## src/rtl/transfer_stats_rate_meter_defines.svh

```systemverilog
// Assertion macros used by the top-level RTL file.
`ifndef TRANSFER_STATS_RATE_METER_DEFINES_SVH
`define TRANSFER_STATS_RATE_METER_DEFINES_SVH

// The consequent must hold in the same cycle as the antecedent.
`define TSRM_ASSERT_SAME(label, clk, rst, ante, cons, msg) \
  label: assert property (@(posedge clk) disable iff (rst) (ante) |-> (cons)) else $error(msg);

// The consequent must hold in the cycle after the antecedent.
`define TSRM_ASSERT_NEXT(label, clk, rst, ante, cons, msg) \
  label: assert property (@(posedge clk) disable iff (rst) (ante) |=> (cons)) else $error(msg);

`endif

```

## src/rtl/tsrm_pkg.sv

```systemverilog
package tsrm_pkg;

  localparam int DATA_W             = 64;
  localparam int SEC_W              = 32;
  localparam int KIND_W             = 3;
  localparam int OUTCOME_W          = 2;
  localparam int IN_TDATA_W         = 72;
  localparam int CNT_N              = 7;
  localparam int CIDX_W             = 3;
  localparam int OUT_TDATA_W        = DATA_W * (CNT_N + 1);
  localparam int BITS_SHIFT         = 3;
  localparam int DEF_NUM_BUCKETS    = 16;
  localparam int DEF_WINDOW_SECONDS = 10;

  typedef logic [DATA_W-1:0]    word_t;
  typedef logic [CIDX_W-1:0]    cidx_t;
  typedef logic [KIND_W-1:0]    kind_t;
  typedef logic [OUTCOME_W-1:0] outcome_t;

  localparam kind_t KIND_REQ    = 3'd0;
  localparam kind_t KIND_START  = 3'd1;
  localparam kind_t KIND_BYTES  = 3'd2;
  localparam kind_t KIND_FINISH = 3'd3;
  localparam kind_t KIND_FAIL   = 3'd4;
  localparam kind_t KIND_TICK   = 3'd5;
  localparam kind_t KIND_SNAP   = 3'd6;
  localparam kind_t KIND_CLEAR  = 3'd7;

  localparam cidx_t CNT_REQ     = 3'd0;
  localparam cidx_t CNT_ACTIVE  = 3'd1;
  localparam cidx_t CNT_DONE    = 3'd2;
  localparam cidx_t CNT_ABORT   = 3'd3;
  localparam cidx_t CNT_TIMEOUT = 3'd4;
  localparam cidx_t CNT_FAIL    = 3'd5;
  localparam cidx_t CNT_BYTES   = 3'd6;

  // Divider handshake between the sequencer and the divide unit.
  typedef struct packed {
    logic busy;
    logic done;
  } div_status_t;

  function automatic word_t sat_add(word_t a, word_t b);
    logic [DATA_W:0] s;
    s = {1'b0, a} + {1'b0, b};
    return s[DATA_W] ? '1 : s[DATA_W-1:0];
  endfunction

  // Outcomes map in order onto the completed, aborted, timed out and failed counters.
  function automatic cidx_t outcome_cnt(outcome_t o);
    return CNT_DONE + {1'b0, o};
  endfunction

endpackage

```

## src/rtl/tsrm_ram.sv

```systemverilog
module tsrm_ram #(
  parameter int WIDTH = 96,
  parameter int DEPTH = 16
) (
  input  logic                     clk,
  input  logic                     we,
  input  logic [$clog2(DEPTH)-1:0] waddr,
  input  logic [WIDTH-1:0]         wdata,
  input  logic [$clog2(DEPTH)-1:0] raddr,
  output logic [WIDTH-1:0]         rdata
);

  logic [WIDTH-1:0] mem [DEPTH];

  always_ff @(posedge clk) begin
    if (we) begin
      mem[waddr] <= wdata;
    end
    rdata <= mem[raddr];
  end

endmodule

```

## src/rtl/tsrm_div.sv

```systemverilog
module tsrm_div #(
  parameter int DW = 64,
  parameter int VW = 4
) (
  input  logic                  clk,
  input  logic                  rst,
  input  logic                  start,
  input  logic [DW-1:0]         dividend,
  input  logic [VW-1:0]         divisor,
  output tsrm_pkg::div_status_t status,
  output logic [DW-1:0]         quotient
);

  import tsrm_pkg::*;

  localparam int IW = $clog2(DW);

  logic [VW-1:0] rem;
  logic [VW-1:0] dvs;
  logic [DW-1:0] quo;
  logic [IW-1:0] iter;
  logic          busy;
  logic          done;
  logic [VW:0]   trial;
  logic [VW:0]   diff;
  logic          fits;

  assign trial = {rem, quo[DW-1]};
  assign diff  = trial - {1'b0, dvs};
  assign fits  = trial >= {1'b0, dvs};

  always_ff @(posedge clk) begin
    if (rst) begin
      busy <= 1'b0;
      done <= 1'b0;
      iter <= '0;
    end else begin
      done <= 1'b0;
      if (start) begin
        busy <= 1'b1;
        iter <= '0;
      end else if (busy) begin
        iter <= iter + 1'b1;
        if (iter == IW'(DW - 1)) begin
          busy <= 1'b0;
          done <= 1'b1;
        end
      end
    end
  end

  always_ff @(posedge clk) begin
    if (start) begin
      rem <= '0;
      dvs <= divisor;
      quo <= dividend;
    end else if (busy) begin
      rem <= fits ? diff[VW-1:0] : trial[VW-1:0];
      quo <= {quo[DW-2:0], fits};
    end
  end

  assign status.busy = busy;
  assign status.done = done;
  assign quotient    = quo;

endmodule

```

## src/rtl/transfer_stats_rate_meter.sv

```systemverilog
// Channel  Direction  tdata                                      tuser
// s_       in         byte_count[63:0], outcome[65:64]           kind[2:0]
// m_       out        requests .. total_bytes, bits_per_second   none
//
// Counting events, ticks and clears pass through ST_EXEC; a nonzero byte event passes through
// ST_BYTES and ST_BKT because it reads and rewrites its bucket in the bucket RAM.
// A snapshot makes one bucket RAM read per cycle into the shared saturating adder, then
// runs a 64-step shift-subtract division.
// Reset is synchronous; bucket valid bits sit in flip-flops.
// A snapshot result waits in the output register and the next snapshot holds until it
// is taken.
`include "transfer_stats_rate_meter_defines.svh"

module transfer_stats_rate_meter #(
  parameter int NUM_BUCKETS    = tsrm_pkg::DEF_NUM_BUCKETS,
  parameter int WINDOW_SECONDS = tsrm_pkg::DEF_WINDOW_SECONDS
) (
  input  logic                               clk,
  input  logic                               rst,
  input  logic                               s_tvalid,
  output logic                               s_tready,
  // byte_count[63:0], outcome[65:64], zero fill above
  input  logic [tsrm_pkg::IN_TDATA_W-1:0]    s_tdata,
  // kind[2:0]
  input  logic [tsrm_pkg::KIND_W-1:0]        s_tuser,
  output logic                               m_tvalid,
  input  logic                               m_tready,
  // requests, active, completed, aborted, timed_out, failed, total_bytes,
  // bits_per_second, 64 bits each from the lowest bits up
  output logic [tsrm_pkg::OUT_TDATA_W-1:0]   m_tdata
);

  import tsrm_pkg::*;

  localparam int AW    = $clog2(NUM_BUCKETS);
  localparam int CW    = $clog2(NUM_BUCKETS + 1);
  localparam int WIN_W = $clog2(WINDOW_SECONDS + 1);
  localparam int RAM_W = SEC_W + DATA_W;

  localparam logic [2:0] ST_IDLE  = 3'd0;
  localparam logic [2:0] ST_EXEC  = 3'd1;
  localparam logic [2:0] ST_BYTES = 3'd2;
  localparam logic [2:0] ST_BKT   = 3'd3;
  localparam logic [2:0] ST_SUM   = 3'd4;
  localparam logic [2:0] ST_BITS  = 3'd5;
  localparam logic [2:0] ST_DIV   = 3'd6;
  localparam logic [2:0] ST_DONE  = 3'd7;

  logic [2:0]             state;
  word_t                  counters [CNT_N];
  logic [SEC_W-1:0]       now_second;
  logic [AW-1:0]          now_idx;
  logic [SEC_W-1:0]       start_second;
  logic                   start_known;
  logic [NUM_BUCKETS-1:0] bkt_valid;
  logic [CW-1:0]          cnt;

  kind_t                  kind_r;
  word_t                  nbytes_r;
  outcome_t               outcome_r;
  word_t                  acc;
  logic [AW-1:0]          rd_idx;

  cidx_t                  sel;
  word_t                  add_a;
  word_t                  add_b;
  word_t                  add_sum;

  logic                   ram_we;
  logic [AW-1:0]          ram_raddr;
  logic [RAM_W-1:0]       ram_wdata;
  logic [RAM_W-1:0]       ram_rdata;
  word_t                  rd_bytes;
  logic [SEC_W-1:0]       rd_tag;
  logic [SEC_W-1:0]       age;
  logic                   in_win;
  logic                   stale;

  logic [SEC_W:0]         elapsed;
  logic [WIN_W-1:0]       window;
  word_t                  bits;
  logic                   div_start;
  div_status_t            div_st;
  word_t                  quotient;
  logic                   out_free;

  assign s_tready = (state == ST_IDLE);
  assign out_free = !m_tvalid || m_tready;

  assign rd_bytes = ram_rdata[DATA_W-1:0];
  assign rd_tag   = ram_rdata[RAM_W-1:DATA_W];
  assign age      = now_second - rd_tag;
  assign in_win   = bkt_valid[rd_idx] && (age < SEC_W'(WINDOW_SECONDS));
  assign stale    = !bkt_valid[now_idx] || (rd_tag != now_second);

  assign ram_raddr = (state == ST_SUM) ? cnt[AW-1:0] : now_idx;
  assign ram_we    = (state == ST_BKT);
  assign ram_wdata = {now_second, add_sum};

  assign elapsed = start_known ? ({1'b0, now_second - start_second} + (SEC_W+1)'(1))
                               : (SEC_W+1)'(1);
  assign window  = (elapsed < (SEC_W+1)'(WINDOW_SECONDS)) ? elapsed[WIN_W-1:0]
                                                          : WIN_W'(WINDOW_SECONDS);
  assign bits    = (|acc[DATA_W-1:DATA_W-BITS_SHIFT]) ? '1
                                                      : {acc[DATA_W-BITS_SHIFT-1:0],
                                                         BITS_SHIFT'(0)};
  assign div_start = (state == ST_BITS);

  always_comb begin
    unique case (kind_r)
      KIND_REQ:    sel = CNT_REQ;
      KIND_START:  sel = CNT_ACTIVE;
      KIND_FINISH: sel = outcome_cnt(outcome_r);
      default:     sel = CNT_FAIL;
    endcase
  end

  // One saturating adder serves every accumulation in the block.
  always_comb begin
    add_a = '0;
    add_b = '0;
    unique case (state)
      ST_EXEC: begin
        add_a = counters[sel];
        add_b = DATA_W'(1);
      end
      ST_BYTES: begin
        add_a = counters[CNT_BYTES];
        add_b = nbytes_r;
      end
      ST_BKT: begin
        add_a = stale ? '0 : rd_bytes;
        add_b = nbytes_r;
      end
      ST_SUM: begin
        add_a = acc;
        add_b = in_win ? rd_bytes : '0;
      end
      default: begin
        add_a = '0;
        add_b = '0;
      end
    endcase
  end

  assign add_sum = sat_add(add_a, add_b);

  tsrm_ram #(
    .WIDTH (RAM_W),
    .DEPTH (NUM_BUCKETS)
  ) u_bkt_ram (
    .clk   (clk),
    .we    (ram_we),
    .waddr (now_idx),
    .wdata (ram_wdata),
    .raddr (ram_raddr),
    .rdata (ram_rdata)
  );

  tsrm_div #(
    .DW (DATA_W),
    .VW (WIN_W)
  ) u_div (
    .clk      (clk),
    .rst      (rst),
    .start    (div_start),
    .dividend (bits),
    .divisor  (window),
    .status   (div_st),
    .quotient (quotient)
  );

  always_ff @(posedge clk) begin
    if (rst) begin
      state        <= ST_IDLE;
      m_tvalid     <= 1'b0;
      now_second   <= '0;
      now_idx      <= '0;
      start_second <= '0;
      start_known  <= 1'b0;
      bkt_valid    <= '0;
      cnt          <= '0;
      for (int i = 0; i < CNT_N; i++) begin
        counters[i] <= '0;
      end
    end else begin
      if (state == ST_DONE && out_free) begin
        m_tvalid <= 1'b1;
      end else if (m_tready) begin
        m_tvalid <= 1'b0;
      end
      unique case (state)
        ST_IDLE: begin
          cnt <= '0;
          if (s_tvalid) begin
            if (s_tuser == KIND_SNAP) begin
              state <= ST_SUM;
            end else if (s_tuser == KIND_BYTES && s_tdata[DATA_W-1:0] != '0) begin
              state <= ST_BYTES;
            end else begin
              state <= ST_EXEC;
            end
          end
        end
        ST_EXEC: begin
          state <= ST_IDLE;
          unique case (kind_r)
            KIND_REQ, KIND_START, KIND_FAIL: begin
              counters[sel] <= add_sum;
            end
            KIND_FINISH: begin
              counters[sel] <= add_sum;
              if (counters[CNT_ACTIVE] != '0) begin
                counters[CNT_ACTIVE] <= counters[CNT_ACTIVE] - DATA_W'(1);
              end
            end
            KIND_TICK: begin
              now_second <= now_second + SEC_W'(1);
              if (now_second == '1 || now_idx == AW'(NUM_BUCKETS - 1)) begin
                now_idx <= '0;
              end else begin
                now_idx <= now_idx + AW'(1);
              end
            end
            KIND_CLEAR: begin
              for (int i = 0; i < CNT_N; i++) begin
                counters[i] <= '0;
              end
              bkt_valid    <= '0;
              start_second <= now_second;
              start_known  <= 1'b1;
            end
            default: begin
            end
          endcase
        end
        ST_BYTES: begin
          counters[CNT_BYTES] <= add_sum;
          state <= ST_BKT;
        end
        ST_BKT: begin
          bkt_valid[now_idx] <= 1'b1;
          state <= ST_IDLE;
        end
        ST_SUM: begin
          if (cnt == CW'(NUM_BUCKETS)) begin
            state <= ST_BITS;
          end else begin
            cnt <= cnt + CW'(1);
          end
        end
        ST_BITS: begin
          state <= ST_DIV;
        end
        ST_DIV: begin
          if (div_st.done) begin
            state <= ST_DONE;
          end
        end
        ST_DONE: begin
          if (out_free) begin
            state <= ST_IDLE;
          end
        end
        default: begin
          state <= ST_IDLE;
        end
      endcase
    end
  end

  always_ff @(posedge clk) begin
    if (state == ST_IDLE && s_tvalid) begin
      kind_r    <= s_tuser;
      nbytes_r  <= s_tdata[DATA_W-1:0];
      outcome_r <= s_tdata[DATA_W+OUTCOME_W-1:DATA_W];
      acc       <= '0;
    end
    if (state == ST_SUM) begin
      rd_idx <= cnt[AW-1:0];
      if (cnt != '0) begin
        acc <= add_sum;
      end
    end
    if (state == ST_DONE && out_free) begin
      m_tdata <= {quotient, counters[6], counters[5], counters[4], counters[3],
                  counters[2], counters[1], counters[0]};
    end
  end

  `TSRM_ASSERT_SAME(a_div_done_waited, clk, rst, div_st.done, state == ST_DIV, "divide finished outside the divide wait")
  `TSRM_ASSERT_SAME(a_div_idle_start, clk, rst, div_start, !div_st.busy, "divide started while busy")
  `TSRM_ASSERT_SAME(a_bkt_after_read, clk, rst, state == ST_BKT, $past(state) == ST_BYTES, "bucket update without a bucket read")
  `TSRM_ASSERT_NEXT(a_done_holds, clk, rst, state == ST_DONE && m_tvalid && !m_tready, state == ST_DONE, "snapshot result left while output busy")
  `TSRM_ASSERT_NEXT(a_snap_sweeps, clk, rst, s_tvalid && s_tready && s_tuser == KIND_SNAP, state == ST_SUM && cnt == '0, "snapshot did not start a bucket sweep")

endmodule

```

## config.mk

```make
export PLATFORM = sky130hd
export DESIGN_NAME = transfer_stats_rate_meter
export DESIGN_NICKNAME = d
export VERILOG_FILES = /design/src/rtl/tsrm_pkg.sv /design/src/rtl/tsrm_ram.sv /design/src/rtl/tsrm_div.sv /design/src/rtl/transfer_stats_rate_meter.sv
export VERILOG_INCLUDE_DIRS = /design/src /design/src/rtl
export SDC_FILE = /design/constraint.sdc
export NUM_CORES = 2
export LEC_CHECK = 0
export CORE_MARGIN = 2
export CORE_UTILIZATION = 45
export CTS_CLUSTER_SIZE = 10
export DETAILED_ROUTE_END_ITERATION = 16
export DONT_BUFFER_PORTS = 1
export HOLD_SLACK_MARGIN = 0.15
export SKIP_CTS_REPAIR_TIMING = 1
export SYNTH_ARGS = -nofsm -noshare
export SYNTH_HDL_FRONTEND = slang
export SYNTH_SLANG_ARGS = --single-unit
```

## constraint.sdc

```tcl
create_clock -name clk -period 28.9 [get_ports clk]
set_clock_uncertainty 0.2 [all_clocks]
set_input_delay 1.445 -clock clk [delete_from_list [all_inputs] [get_ports clk]]
set_output_delay 1.445 -clock clk [all_outputs]
set_load 0.05 [all_outputs]
```

==> run metrics <==
clk slew on worst S/H paths 0.06 ns; clk_lat worst skew 0.92 ns; RSZ-0062 raised after global routing false; Slew HR 0.0390; Final min period 11.18 ns; ys flop type edfxtp_1; CORE AREA 260000 sq um; Chip Width 515 um; largest net degree at the start of global routing 139; Residual DRC 0; max incr delay on CP 0.65 ns; Final TNS setup 0 ns; syn_area_per_cell 15.2 sq um; post-route ant nets 0; Syn Inst Count 7748; final hold viol count 0; fin area 132000 sq um; Crit Path Max Fanout 55; max cap viols 0; DR vias 69300; global-route wire length before repair 485000 um; met1 Use GR 0.334; Setup CP Type flip-flop to flip-flop; Hold Path Cell Cnt 0; syn_nets 7972; Post-synth ARST share 0; period utilization 0.387; GR Util All Layers 0.251; initial antenna violation count 19; GRT busiest layer met2; First DRT Iteration DRCs 8283; CP max stage cell buf_4; Port Buffer Count 0; sequential element share of the synthesized area 0.718; CTS tree yes; Die Area 265000 sq um; Yosys warning total 0; Final Slew Violations 0; Flop pwr share 0.523; mapped cell area 118000 sq um; # IOs 593; Crit path required time 29.29 ns; Finish-stage setup viols 0; Startpoint Class flip-flop; Crit. End Element flip-flop; ratio of cells with drive above 1 in the final layout 0.135; clock tree sinks 2903; GR Util met3 0.0472; net switching power 2050 uW; R2R depth 36; Leakage 0.0453 uW; Fillers 21400; Yosys reg bits 2903; Final #Nets 8060; Max IR drop VDD 0.0000571 V; H-tree lvl count 5; row cnt 187; Worst path most repeated cell buf_4; WL final 339000 um; Initial Utilization 0.453; count of cell types in the netlist 94; Max Freq 89.5 MHz; slew at the pin with the worst max-slew slack 1.42 ns; total CTS buffers 336; die height 515 um; Int Pwr 7000 uW; Clk pwr share 0.429; clock buffer depth 4; Pwr per Cell Area 68.6 nW/um^2; crit path DAT 11.56 ns; met2 Use GR 0.405; Worst Hold Class flip-flop to flip-flop; root buf cell clkbuf_16; Layout area overhead 12.2%; status completed; drt via density 6.03; combinational power share 0.049; GP Congestion 0.916; DRT Pass-1 Iters 7; sw frac 0.226; total gr overflow 0; number of global-route vias before repair 67900; DP Wirelength 212000 um; Cell Area, Placed 122000 sq um; Post-synth EDFFs 2637; DR WL/cell 29.5 um
==> worst paths after layout <==
path	startpoint	end	slack [ns]
setup / recovery	now_second[0]$_SDFFE_PP0P_	u_bkt_ram.mem[0][13]$_DFFE_PP_	17.72
hold / removal	counters[0][23]$_SDFFCE_PN0P_	m_tdata[23]$_DFFE_PP_	0.24
setup reg to reg	now_second[0]$_SDFFE_PP0P_	u_bkt_ram.mem[0][13]$_DFFE_PP_	17.72
hold reg to reg	counters[0][23]$_SDFFCE_PN0P_	m_tdata[23]$_DFFE_PP_	0.24
==> stage by stage <==
step	util	std cells	power (uW)	hold WS, ns	setup WS (ns)
floorplan	-	7748	5050	0.226	4.59
detailed placement	0.470	10900	5250	0.233	17.89
CTS	0.508	11500	9100	0.246	17.85
finish	0.508	11500	9050	0.239	17.72
global placement	0.470	10900	5240	0.228	17.99
global route	0.508	11500	9300	0.252	17.30
==> power by group through the flow <==
stage                     sequential (uW)  combinational [uW]  clock, uW
final                                4730                 442       3880
after global routing                 4730                 474       4090
after CTS                            4730                 437       3930
after detailed placement             4810                 436          0
after global placement               4810                 427          0
after floorplan                      4780                 266          0
==> state kept, by name, indices dropped and copies added (netlist names), 2 cells and up <==
signal           flops
u_bkt_ram.mem     1536
m_tdata            512
counters           448
u_bkt_ram.rdata     96
acc                 64
nbytes_r            64
u_div.quotient      64
now_second          32
start_second        32
bkt_valid           16
u_div.iter           6
cnt                  5
now_idx              4
rd_idx               4
u_div.dvs            4
u_div.rem            4
kind_r               3
state                3
outcome_r            2
==> kinds of logic after synthesis <==
| group | after synthesis | share of synthesized area |
|---|---|---|
| fa+ha+maj | 145 | 0.0157 |
| simple gates | 2343 | 0.0871 |
| buf+inv | 599 | 0.0197 |
| compound gates | 1155 | 0.0678 |
| xor+xnor | 198 | 0.0147 |
| mux | 405 | 0.0764 |
| flops | 2903 | 0.718 |
==> layout make-up <==
cell class	count	area (sq um)	share of cell area
Sequential cell	2903	84500	0.640
Multi-Input combinational cell	4246	31200	0.237
Clock buffer	532	9250	0.0701
Tap cell	3402	4260	0.0323
Timing Repair Buffer	170	1310	0.00996
Inverter	179	676	0.00512
Clock inverter	39	659	0.00500
Antenna cell	23	57.6	0.000436
==> cells in the final DEF, fill, tap and decap left out, types with 115 or more instances in the layout <==
master / count
edfxtp_1: 2637
nand2_1: 791
clkbuf_16: 339
o21ai_0: 148
clkbuf_1: 189
nor2_1: 793
a21oi_1: 140
ha_1: 141
mux4_2: 394
dfxtp_1: 266
buf_4: 167
a31oi_1: 179
nand3_1: 323
inv_1: 176
xnor2_1: 115
==> cell usage after synthesis, types with 102 or more instances <==
| library cell | count | area (sq um) |
|---|---|---|
| inv_1 | 177 | 664 |
| o21ai_0 | 149 | 746 |
| nand2_1 | 805 | 3020 |
| nand3_1 | 324 | 1620 |
| dfxtp_1 | 266 | 5330 |
| clkbuf_1 | 334 | 1250 |
| a31oi_1 | 180 | 1130 |
| mux4_2 | 394 | 8870 |
| nor2_1 | 813 | 3050 |
| ha_1 | 141 | 1760 |
| edfxtp_1 | 2637 | 79200 |
| and2_1 | 102 | 638 |
| xnor2_1 | 115 | 1010 |
| a21oi_1 | 144 | 721 |
| a211oi_1 | 114 | 856 |
==> per-layer routing <==
metal | vias to the layer above | share of wire
met4 | 2 | 0.042
li1 | 29900 | -
met3 | 535 | 0.082
met5 | - | 0.000053
met2 | 3203 | 0.48
met1 | 35700 | 0.40
==> critical path: cells and delay by family (launching register included) <==
family          cells  cell delay (ns)
simple gates        8             2.61
buf+inv            10             3.31
flops               1             0.57
compound gates     15             3.25
fa+ha+maj           3             0.88
(Power assumes the default switching activity.)
